$ cat config.mk
export PLATFORM = sky130hd
export DESIGN_NAME = pi_controller_clamped_flat
export DESIGN_NICKNAME = d
export VERILOG_FILES = /design/src/rtl/pic_pkg.sv /design/src/rtl/pic_item_if.sv /design/src/rtl/pic_result_if.sv /design/src/rtl/pi_controller_clamped.sv /design/src/rtl/pic_datapath.sv /design/src/rtl/pic_ctrl.sv /design/src/flat_wrapper.sv
export SDC_FILE = /design/constraint.sdc
export NUM_CORES = 2
export LEC_CHECK = 0
export BUFFER_PORTS_ARGS = -buffer_cell sky130_fd_sc_hd__buf_4
export CORE_ASPECT_RATIO = 2
export CORE_MARGIN = 3
export CORE_UTILIZATION = 55
export CTS_CLUSTER_DIAMETER = 100
export DETAILED_ROUTE_END_ITERATION = 8
export GPL_TIMING_DRIVEN = 0
export PLACE_DENSITY = 0.72
export SLEW_MARGIN = 20
export SYNTH_ARGS = -nofsm -noshare
export SYNTH_HDL_FRONTEND = slang
export SYNTH_HIERARCHICAL = 1
export SYNTH_SLANG_ARGS = --single-unit
$ cat constraint.sdc
create_clock -name clk -period 11.5 [get_ports clk]
set_clock_uncertainty 0.15 [all_clocks]
set_input_delay 1.725 -clock clk [delete_from_list [all_inputs] [get_ports clk]]
set_output_delay 1.725 -clock clk [all_outputs]
set_load 0.01 [all_outputs]
$ cat src/rtl/pic_pkg.sv
`timescale 1ns / 1ps
// ----------------------------------------------------------------------------
// pic_pkg: shared types and constants for the clamped PI controller
// Register indexes, multiplier operand selects, datapath widths and the
// command bundle from the controller to the datapath.
// ----------------------------------------------------------------------------
package pic_pkg;

	localparam int SAMPLE_W = 16;
	localparam int GAIN_W   = 16;
	localparam int ERR_W    = SAMPLE_W + 1;
	localparam int INTEG_W  = 32;
	localparam int CFG_W    = 32;
	localparam int IDX_W    = 3;
	localparam int MUL_A_W  = 32;
	localparam int MUL_B_W  = 18;
	localparam int PROD_W   = MUL_A_W + MUL_B_W;
	localparam int ACC_W    = INTEG_W + 2;
	localparam int P_W      = ERR_W + GAIN_W - 8;
	localparam int I_W      = INTEG_W + GAIN_W - 24;
	localparam int SUM_W    = P_W + 1;

	// configuration register indexes
	localparam logic [IDX_W-1:0] REG_PROP_GAIN     = 3'd0;
	localparam logic [IDX_W-1:0] REG_INTEG_GAIN    = 3'd1;
	localparam logic [IDX_W-1:0] REG_SAMPLE_PERIOD = 3'd2;
	localparam logic [IDX_W-1:0] REG_INTEG_UPPER   = 3'd3;
	localparam logic [IDX_W-1:0] REG_INTEG_LOWER   = 3'd4;
	localparam logic [IDX_W-1:0] REG_DRIVE_UPPER   = 3'd5;
	localparam logic [IDX_W-1:0] REG_DRIVE_LOWER   = 3'd6;

	// input action codes
	localparam logic ACT_STEP  = 1'b0;
	localparam logic ACT_CLEAR = 1'b1;

	// multiplier operand selects
	localparam logic [1:0] MUL_ERR_PERIOD = 2'd0;
	localparam logic [1:0] MUL_PGAIN_ERR  = 2'd1;
	localparam logic [1:0] MUL_IGAIN_INT  = 2'd2;

	typedef struct packed {
		logic       capture;
		logic       mul_en;
		logic [1:0] mul_sel;
		logic       integ_upd;
		logic       integ_clr;
		logic       p_load;
		logic       out_load;
		logic       out_zero;
	} pic_cmd_t;

endpackage

$ cat src/rtl/pic_item_if.sv
`timescale 1ns / 1ps
// ----------------------------------------------------------------------------
// pic_item_if: input channel of the PI controller
// Valid/ready channel carrying one action with its target and measured sample.
// ----------------------------------------------------------------------------
interface pic_item_if;
	logic                      valid;
	logic                      ready;
	logic                      action;
	logic signed [15:0]        target;
	logic signed [15:0]        measured;

	modport source (output valid, output action, output target, output measured, input ready);
	modport sink   (input valid, input action, input target, input measured, output ready);
endinterface

$ cat src/rtl/pic_result_if.sv
`timescale 1ns / 1ps
// ----------------------------------------------------------------------------
// pic_result_if: output channel of the PI controller
// Valid/ready channel carrying the clamped drive value.
// ----------------------------------------------------------------------------
interface pic_result_if;
	logic               valid;
	logic               ready;
	logic signed [15:0] drive;

	modport source (output valid, output drive, input ready);
	modport sink   (input valid, input drive, output ready);
endinterface

$ cat src/rtl/pi_controller_clamped.sv
`timescale 1ns / 1ps
// ----------------------------------------------------------------------------
// pi_controller_clamped: discrete PI controller with integral clamp
// Top level joining the sequencer and the datapath to the channels.
// ----------------------------------------------------------------------------
// A control step captures the error at acceptance, then makes three passes
// through the single shared 32x18 multiplier and forms the sum and clamp; a
// clear zeroes the integral and the drive. The block holds one item at a time
// and takes the next one in the cycle after the drive is registered; the drive
// is registered only once the output register is free of an untaken value.
// The drive waits in an output register while the next item is already being
// worked on. Configuration writes take effect at once and should be made while
// idle.
module pi_controller_clamped (
	input  logic                      clk,
	input  logic                      arst_n,
	input  logic                      wr_en,
	input  logic [pic_pkg::IDX_W-1:0] wr_index,
	input  logic [pic_pkg::CFG_W-1:0] wr_data,
	pic_item_if.sink                  item,
	pic_result_if.source              result
);
	import pic_pkg::*;

	pic_cmd_t cmd;

	pic_ctrl u_ctrl (
		.clk       (clk),
		.arst_n    (arst_n),
		.in_valid  (item.valid),
		.action    (item.action),
		.in_ready  (item.ready),
		.out_valid (result.valid),
		.out_ready (result.ready),
		.cmd       (cmd)
	);

	pic_datapath u_datapath (
		.clk      (clk),
		.arst_n   (arst_n),
		.wr_en    (wr_en),
		.wr_index (wr_index),
		.wr_data  (wr_data),
		.target   (item.target),
		.measured (item.measured),
		.cmd      (cmd),
		.drive    (result.drive)
	);

endmodule

$ cat src/rtl/pic_datapath.sv
`timescale 1ns / 1ps
// ----------------------------------------------------------------------------
// pic_datapath: arithmetic of the clamped PI controller
// Configuration registers, error register, one shared 32x18 multiplier,
// integral accumulator with clamp, and the drive sum with output clamp.
// ----------------------------------------------------------------------------
module pic_datapath (
	input  logic                             clk,
	input  logic                             arst_n,
	input  logic                             wr_en,
	input  logic [pic_pkg::IDX_W-1:0]        wr_index,
	input  logic [pic_pkg::CFG_W-1:0]        wr_data,
	input  logic signed [pic_pkg::SAMPLE_W-1:0] target,
	input  logic signed [pic_pkg::SAMPLE_W-1:0] measured,
	input  pic_pkg::pic_cmd_t                cmd,
	output logic signed [pic_pkg::SAMPLE_W-1:0] drive
);
	import pic_pkg::*;

	logic signed [GAIN_W-1:0]   prop_gain_q;
	logic signed [GAIN_W-1:0]   integ_gain_q;
	logic [SAMPLE_W-1:0]        sample_period_q;
	logic signed [INTEG_W-1:0]  integ_upper_q;
	logic signed [INTEG_W-1:0]  integ_lower_q;
	logic signed [SAMPLE_W-1:0] drive_upper_q;
	logic signed [SAMPLE_W-1:0] drive_lower_q;

	logic signed [ERR_W-1:0]    err_q;
	logic signed [INTEG_W-1:0]  integ_q;
	logic signed [PROD_W-1:0]   prod_q;
	logic signed [P_W-1:0]      p_q;
	logic signed [SAMPLE_W-1:0] drive_q;

	logic signed [MUL_A_W-1:0]  mul_a;
	logic signed [MUL_B_W-1:0]  mul_b;
	logic signed [ACC_W-1:0]    acc;
	logic signed [INTEG_W-1:0]  acc_clamped;
	logic signed [I_W-1:0]      i_term;
	logic signed [SUM_W-1:0]    sum;
	logic signed [SAMPLE_W-1:0] sum_clamped;

	always_ff @(posedge clk or negedge arst_n) begin
		if (!arst_n) begin
			prop_gain_q     <= '0;
			integ_gain_q    <= '0;
			sample_period_q <= '0;
			integ_upper_q   <= {1'b0, {(INTEG_W-1){1'b1}}};
			integ_lower_q   <= {1'b1, {(INTEG_W-1){1'b0}}};
			drive_upper_q   <= {1'b0, {(SAMPLE_W-1){1'b1}}};
			drive_lower_q   <= {1'b1, {(SAMPLE_W-1){1'b0}}};
		end else if (wr_en) begin
			case (wr_index)
				REG_PROP_GAIN:     prop_gain_q     <= wr_data[GAIN_W-1:0];
				REG_INTEG_GAIN:    integ_gain_q    <= wr_data[GAIN_W-1:0];
				REG_SAMPLE_PERIOD: sample_period_q <= wr_data[SAMPLE_W-1:0];
				REG_INTEG_UPPER:   integ_upper_q   <= wr_data[INTEG_W-1:0];
				REG_INTEG_LOWER:   integ_lower_q   <= wr_data[INTEG_W-1:0];
				REG_DRIVE_UPPER:   drive_upper_q   <= wr_data[SAMPLE_W-1:0];
				REG_DRIVE_LOWER:   drive_lower_q   <= wr_data[SAMPLE_W-1:0];
				default: ;
			endcase
		end
	end

	// shared multiplier operand mux
	always_comb begin
		case (cmd.mul_sel)
			MUL_ERR_PERIOD: begin
				mul_a = MUL_A_W'(err_q);
				mul_b = $signed({{(MUL_B_W-SAMPLE_W){1'b0}}, sample_period_q});
			end
			MUL_PGAIN_ERR: begin
				mul_a = MUL_A_W'(err_q);
				mul_b = MUL_B_W'(prop_gain_q);
			end
			MUL_IGAIN_INT: begin
				mul_a = integ_q;
				mul_b = MUL_B_W'(integ_gain_q);
			end
			default: begin
				mul_a = '0;
				mul_b = '0;
			end
		endcase
	end

	// integral update: err * period fits in ACC_W - 1 bits
	always_comb begin
		acc = ACC_W'(integ_q) + $signed(prod_q[ACC_W-1:0]);
		if (acc > ACC_W'(integ_upper_q))
			acc_clamped = integ_upper_q;
		else if (acc < ACC_W'(integ_lower_q))
			acc_clamped = integ_lower_q;
		else
			acc_clamped = acc[INTEG_W-1:0];
	end

	// drive: p + (igain * integ) >>> 24, clamped
	always_comb begin
		i_term = $signed(prod_q[INTEG_W+GAIN_W-1:24]);
		sum    = SUM_W'(p_q) + SUM_W'(i_term);
		if (sum > SUM_W'(drive_upper_q))
			sum_clamped = drive_upper_q;
		else if (sum < SUM_W'(drive_lower_q))
			sum_clamped = drive_lower_q;
		else
			sum_clamped = sum[SAMPLE_W-1:0];
	end

	always_ff @(posedge clk or negedge arst_n) begin
		if (!arst_n) begin
			integ_q <= '0;
		end else if (cmd.integ_clr) begin
			integ_q <= '0;
		end else if (cmd.integ_upd) begin
			integ_q <= acc_clamped;
		end
	end

	always_ff @(posedge clk) begin
		if (cmd.capture)
			err_q <= ERR_W'(target) - ERR_W'(measured);
		if (cmd.mul_en)
			prod_q <= mul_a * mul_b;
		// pgain * err is 33 bits; keep bits above the Q8.8 fraction
		if (cmd.p_load)
			p_q <= $signed(prod_q[ERR_W+GAIN_W-1:8]);
		if (cmd.out_load)
			drive_q <= cmd.out_zero ? '0 : sum_clamped;
	end

	assign drive = drive_q;

endmodule

$ cat src/rtl/pic_ctrl.sv
`timescale 1ns / 1ps
// ----------------------------------------------------------------------------
// pic_ctrl: sequencer of the clamped PI controller
// Steps an item through error capture, three shared multiplies, integral
// update and drive sum (a clear zeroes both); owns the output valid flag.
// ----------------------------------------------------------------------------
module pic_ctrl (
	input  logic              clk,
	input  logic              arst_n,
	input  logic              in_valid,
	input  logic              action,
	output logic              in_ready,
	output logic              out_valid,
	input  logic              out_ready,
	output pic_pkg::pic_cmd_t cmd
);
	import pic_pkg::*;

	localparam logic [2:0] ST_IDLE    = 3'd0;
	localparam logic [2:0] ST_MUL_ERR = 3'd1;
	localparam logic [2:0] ST_ACC     = 3'd2;
	localparam logic [2:0] ST_MUL_INT = 3'd3;
	localparam logic [2:0] ST_SUM     = 3'd4;
	localparam logic [2:0] ST_CLR     = 3'd5;

	logic [2:0] state_q;
	logic [2:0] state_nxt;
	logic       out_valid_q;
	logic       out_free;
	logic       accept;

	assign out_free = !out_valid_q || out_ready;
	assign in_ready = (state_q == ST_IDLE);
	assign accept   = in_valid && in_ready;

	always_comb begin
		cmd       = '0;
		state_nxt = state_q;
		case (state_q)
			ST_IDLE: begin
				cmd.capture = accept;
				if (accept)
					state_nxt = (action == ACT_CLEAR) ? ST_CLR : ST_MUL_ERR;
			end
			ST_MUL_ERR: begin
				cmd.mul_en  = 1'b1;
				cmd.mul_sel = MUL_ERR_PERIOD;
				state_nxt   = ST_ACC;
			end
			ST_ACC: begin
				// integral takes err*period while the multiplier moves on
				cmd.integ_upd = 1'b1;
				cmd.mul_en    = 1'b1;
				cmd.mul_sel   = MUL_PGAIN_ERR;
				state_nxt     = ST_MUL_INT;
			end
			ST_MUL_INT: begin
				cmd.p_load  = 1'b1;
				cmd.mul_en  = 1'b1;
				cmd.mul_sel = MUL_IGAIN_INT;
				state_nxt   = ST_SUM;
			end
			ST_SUM: begin
				if (out_free) begin
					cmd.out_load = 1'b1;
					state_nxt    = ST_IDLE;
				end
			end
			ST_CLR: begin
				if (out_free) begin
					cmd.integ_clr = 1'b1;
					cmd.out_load  = 1'b1;
					cmd.out_zero  = 1'b1;
					state_nxt     = ST_IDLE;
				end
			end
			default: begin
				state_nxt = ST_IDLE;
			end
		endcase
	end

	always_ff @(posedge clk or negedge arst_n) begin
		if (!arst_n) begin
			state_q     <= ST_IDLE;
			out_valid_q <= 1'b0;
		end else begin
			state_q <= state_nxt;
			if (cmd.out_load)
				out_valid_q <= 1'b1;
			else if (out_ready)
				out_valid_q <= 1'b0;
		end
	end

	assign out_valid = out_valid_q;

endmodule
$ cat src/flat_wrapper.sv
// flat-port wrapper written by rule: the top's interface ports become plain ports
module pi_controller_clamped_flat import pic_pkg::*;
  (clk, arst_n, wr_en, wr_index, wr_data, item_valid, item_action, item_target, item_measured, item_ready, result_valid, result_drive, result_ready);
  pic_item_if item_i ();
  pic_result_if result_i ();
  input  logic clk;
  input  logic arst_n;
  input  logic wr_en;
  input  logic [pic_pkg::IDX_W-1:0] wr_index;
  input  logic [pic_pkg::CFG_W-1:0] wr_data;
  input wire logic [$bits(item_i.valid)-1:0] item_valid;
  input wire logic [$bits(item_i.action)-1:0] item_action;
  input wire logic [$bits(item_i.target)-1:0] item_target;
  input wire logic [$bits(item_i.measured)-1:0] item_measured;
  output wire logic [$bits(item_i.ready)-1:0] item_ready;
  output wire logic [$bits(result_i.valid)-1:0] result_valid;
  output wire logic [$bits(result_i.drive)-1:0] result_drive;
  input wire logic [$bits(result_i.ready)-1:0] result_ready;
  assign item_i.valid = item_valid;
  assign item_i.action = item_action;
  assign item_i.target = item_target;
  assign item_i.measured = item_measured;
  assign item_ready = item_i.ready;
  assign result_valid = result_i.valid;
  assign result_drive = result_i.drive;
  assign result_i.ready = result_ready;
  pi_controller_clamped u_core (.clk(clk), .arst_n(arst_n), .wr_en(wr_en), .wr_index(wr_index), .wr_data(wr_data), .item(item_i), .result(result_i));
endmodule
After elaboration in Yosys (flattened, before gate mapping)
Cells that the tools add are included.
{"block": "classes", "addsub": 3, "mul": 1, "div": 0, "magnitude_cmp": 4, "n_eq_ne": 15, "shifts": 0, "muxes": 23, "n_bitwise": 0, "reduce_logical": 18}
{"op": "2-to-1 mux 32 bit", "n": 4}
{"op": "case mux 32 bit (2 select lines)", "n": 1}
{"op": "case mux 18 bit (3 select lines)", "n": 1}
{"op": "multiplier 32 x 18 -> 48 bit", "n": 1}
{"op": "adder 32 x 34 -> 34 bit", "n": 1}
{"op": "greater-than comparator 34 x 32 -> 1 bit", "n": 1}
{"op": "< comparator 34 x 32 -> 1 bit", "n": 1}
{"op": "2-to-1 mux 16 bit", "n": 2}
{"op": "adder 25 x 24 -> 26 bit", "n": 1}
{"op": "greater-than comparator 26 x 16 -> 1 bit", "n": 1}
{"op": "< comparator 26 x 16 -> 1 bit", "n": 1}
{"op": "subtractor 16 x 16 -> 17 bit", "n": 1}
{"op": "AND reduction 2 bit", "n": 8}
{"op": "equality test 3 bit, second input constant", "n": 5}
{"op": "case mux 3 bit (5 select lines)", "n": 1}
{"op": "equality test 3 x 2 -> 1 bit, second input constant", "n": 4}
{"op": "2-to-1 mux 3 bit", "n": 3}
{"op": "case mux 3 bit (3 select lines)", "n": 1}
{"op": "2-to-1 mux 1 bit", "n": 8}
{"op": "equality test 3 x 1 -> 1 bit, second input constant", "n": 2}
{"op": "logical NOT 3 bit", "n": 2}
{"op": "!= test 2 x 1 -> 1 bit, second input constant", "n": 2}
{"op": "nonzero test 2 bit", "n": 2}
{"op": "OR reduction 2 bit", "n": 2}
{"op": "other kinds (8)", "n": 8}
{"block": "word_totals", "regBits": 286, "latchBits": 0, "ramBits": 0, "romBits": 0, "inputBits": 73, "word_cells": 78, "memories": 0}

Longest topological paths before layout
{"block": "depth", "ltp_word": 6, "depth_mapped": 35, "ltp_nobuf": 29}

Cells and area by module
The synthesis kept the hierarchy.
{"mod": "pic_datapath", "n_inst": 1, "cells_each": 3877, "area_per_inst_um2": 36686.4}
{"mod": "pic_ctrl", "n_inst": 1, "cells_each": 30, "area_per_inst_um2": 287.8}

Worst setup path before layout
OpenSTA, ideal clock, no wires.
{"block": "synth_path", "kind": "reg-to-reg", "start": "register u_core.u_ctrl.state_q[2]", "end": "register u_core.u_datapath.prod_q[46] (data pin)", "t_arrival_ns": 8.179, "t_required_ns": 11.093, "path_slack_ns": 2.914, "path_stages_with_launch": 34, "n_path_buf": 6, "period_less_slack_ns": 8.586, "path_cell_list": "dfrtp_1 > buf_6 > nand3b_1 > inv_1 > buf_4 > clkbuf_1 > buf_1 > mux2i_1 > nor2_1 > a21o_1 > clkbuf_1 > buf_1 > nand2_1 > fa_1 > inv_1 > fa_1 > fa_1 > inv_1 > fa_1 > inv_1 > fa_1 > inv_1 > fa_1 > inv_1 > ha_1 > a21o_1 > a211o_1 > a21oi_1 > o21ai_1 > a21o_1 > a31oi_4 > nor2_1 > o31a_1 > xor2_1"}
{"element": "from (decl)", "line": "pic_ctrl.sv:26", "source": "logic [2:0] state_q;"}
{"element": "from (signal assigned)", "line": "pic_ctrl.sv:88", "source": "state_q <= state_nxt;"}
{"element": "to (signal assigned)", "line": "pic_datapath.sv:124", "source": "prod_q <= mul_a * mul_b;"}
{"element": "to (decl)", "line": "pic_datapath.sv:30", "source": "logic signed [PROD_W-1:0] prod_q;"}

==> reports/metrics.cfg <==
[route]
drt_pass1_iterations=6
drcViolationCount=0
drt_iter0_drc=1936
antenna_left=0
viasPerCell=5.908
wl_per_cell_um=25.37
vias=29160
totalWireLength_um=125200

[timing]
tightest_slew_ps=1164
final_max_slew_viol_count=0
fin_crit_sh_pct=98.08
rsz0062_at_grt=false
fin_crit_ps=11280
worst_slack_ps=220.7
setup_viol=0
relSlewSlack_pct=21.75
final_hold_viol_count=0
max_freq_mhz=88.66

[synthesis]
synthCells=3907
synthFlopType=dfrtp_1
synth_area_leaders=fa_1, ha_1, dfrtp_1
synth_seq_cells=286
yosysUniqueCellTypes=93
synth_nets=4832
synth_top_area_share_pct=29.35
ys_seq_area_share_pct=20.95
ys_warn_count=6
synthArstFlopShare_pct=62.94
avgSynthCellArea_um2=9.464
synth.cell_area_mm2=0.03697
synth-edff-count=106
synth_top_area_cell=fa_1

[critical_path]
start_kind=flop
worstPathArrival_ps=11420
critPathMaxFanout=26
cp-end-kind=flop
worst_path_largest_cell_delay_ps=840
critPathSlowestCell=buf_1
worstPathRequired_ps=11640
path_class=reg -> reg
cp_common_cell=fa_1

[floorplanning]
num_rows=133
die_w_um=189.3
die_y_um=372.7
ios=91
core_mm2=0.06623
start_util_pct=55.83
die-area_mm2=0.07056

[grt]
grt_pass1_wl_um=185600
antenna_found_initial=1
grt_pass1_vias=31640
grt_util_all_layers_pct=35.61
overflow=0
grt_max_degree=78

[place]
gp_congestion=1.044
placed_cell_area_mm2=0.03897
dp_hpwl_um=104800
dp_slack_ps=-320.6
io_buffers=88

[final_layout]
design_area_mm2=0.04002
nFillCells=5901
multi_input_area_mm2=0.02583
final_core_util_pct=60.42
syn_to_final_growth_pct=8.227
regArea_mm2=0.007747
drive_gt1_share_pct=9.687
nNetsFinal=4959

[job]
cap_viol_max_count=0

[clocking]
cts.sinks=286
clockRootBuffer=clkbuf_16
clk_latency_ps=610
clkTransAtPathRegs_ps=70
cts_max_level=1
clk_path_buf_depth=3
numCtsBuffers=29
tritoncts=yes

[min_path]
hold_path.class=reg -> reg

[status]
status=finished, final reports clean

-- synth_stat cells (6+ instances only) --
cell type	n
nand3_1	26
buf_6	6
a21boi_0	6
dfstp_2	48
a22o_1	10
ha_1	310
o211ai_1	11
a31oi_1	10
xnor2_1	78
a22oi_1	18
xor2_1	37
o21ai_0	116
o21ai_1	27
mux2i_1	32
nand2b_1	29
nor2b_1	23
a211oi_1	39
fa_1	542
o31ai_1	8
a221o_1	10
nand4_1	23
edfxtp_1	106
nor3_1	22
and2_1	13
mux2_2	123
a21oi_1	131
and3_1	12
o21bai_1	11
a21o_1	109
o21a_1	48
clkbuf_1	109
nand2_1	449
nor2_1	343
inv_1	773
dfrtp_1	132
buf_1	7
-- placed cells by master (no fill, tap or decap), types with 37 or more instances in the layout --
cell type	n
dfstp_2	48
fa_1	542
nand2_1	449
ha_1	310
a211oi_1	39
nor2_1	341
dfrtp_1	132
a21oi_1	127
o21ai_0	116
mux2_2	123
xor2_1	37
xnor2_1	78
clkbuf_1	110
o21a_1	48
inv_1	772
a21o_1	109
buf_4	93
edfxtp_1	106
-- critical path, delay by kind of cell (launching register included) --
family          cells  cell delay [ps]
xor+xnor            1              210
simple gates        4              860
mux                 1              190
buf+inv            11             2930
fa+ha+maj           7             3430
flops               1              370
compound gates      7             2790
-- cells by family (layout without fill, tap and decap cells) --
family | count (synthesis) | after routing | synth area share (%)
DFF | 286 | 286 | 20.95
AOI/OAI and AO/OA | 613 | 613 | 11.13
other | 0 | 1 | 0
adders and majority gates | 852 | 852 | 39.84
xor gates and xnor gates | 115 | 115 | 2.724
and+or+nand+nor | 978 | 978 | 11.22
buffers and inverters | 906 | 1056 | 9.451
muxes | 157 | 157 | 4.687
-- final cells by class --
class                      instances  share of cell area, %
clock buffer                      38                  2.001
sequential                       286                  19.36
multi-input combinational       2715                  64.56
antenna                            1               0.006254
timing repair buffer              97                  2.048
tap                              877                  2.742
buffer                           131                  1.488
clock inverter                    16                 0.5315
inverter                         774                  7.260
-- registers in the layout (all words and copies together), names as in the netlist --
| signal | cells |
|---|---|
| u_core/u_datapath/p_q | 25 |
| u_core/u_datapath/drive | 16 |
| u_core/u_datapath/drive_upper_q | 16 |
| u_core/u_datapath/integ_gain_q | 16 |
| u_core/u_ctrl/state_q | 3 |
| u_core/u_datapath/integ_lower_q | 32 |
| u_core/u_datapath/prod_q | 48 |
| u_core/u_datapath/prop_gain_q | 16 |
| u_core/u_ctrl/out_valid | 1 |
| u_core/u_datapath/sample_period_q | 16 |
| u_core/u_datapath/err_q | 17 |
| u_core/u_datapath/integ_upper_q | 32 |
| u_core/u_datapath/integ_q | 32 |
| u_core/u_datapath/drive_lower_q | 16 |
-- routing by layer --
metal	track usage, %	part of all wire [%]	vias to the layer above
met3	4.828	5.0	660
li1	-	-	12710
met4	36.81	14	0
met2	63.80	51	1243
met1	33.00	30	14550
met5	0	0	-
-- metrics by stage --
step                std cells  hold slack, ps  setup TNS, ps
floorplan                3907           280.7              0
global placement         4872           287.3          -3394
detailed placement       4881           304.0         -776.6
CTS                      4935           329.2              0
global route             4934           339.7              0
finish                   4935           326.0              0
-- repair_timing --
item | 4_1_cts | 5_1_grt
buffers inserted | 0 | 0
resized for setup | 2 | 7
hold buffers | 0 | 0
gates cloned | 0 | 0
setup endpoints to repair | 5 | 5
-- worst paths after layout --
path	start	endpoint	slack [ps]	cells past startpoint
worst max register to register	u_core/u_ctrl/state_q[2]	u_core/u_datapath/prod_q[47]	220	31
worst min-delay path	u_core/u_datapath/prod_q[20]	u_core/u_datapath/p_q[12]	330	0
worst min register to register	u_core/u_datapath/prod_q[20]	u_core/u_datapath/p_q[12]	330	0
max in group asynchronous	arst_n	u_core/u_datapath/integ_upper_q[21]	9240	3
min in group asynchronous	arst_n	u_core/u_datapath/integ_lower_q[6]	840	1
worst max-delay path	u_core/u_ctrl/state_q[2]	u_core/u_datapath/prod_q[47]	220	31
Power is not shown: default switching activity piles up to over one toggle a cycle in this logic, so the estimate is an artifact.
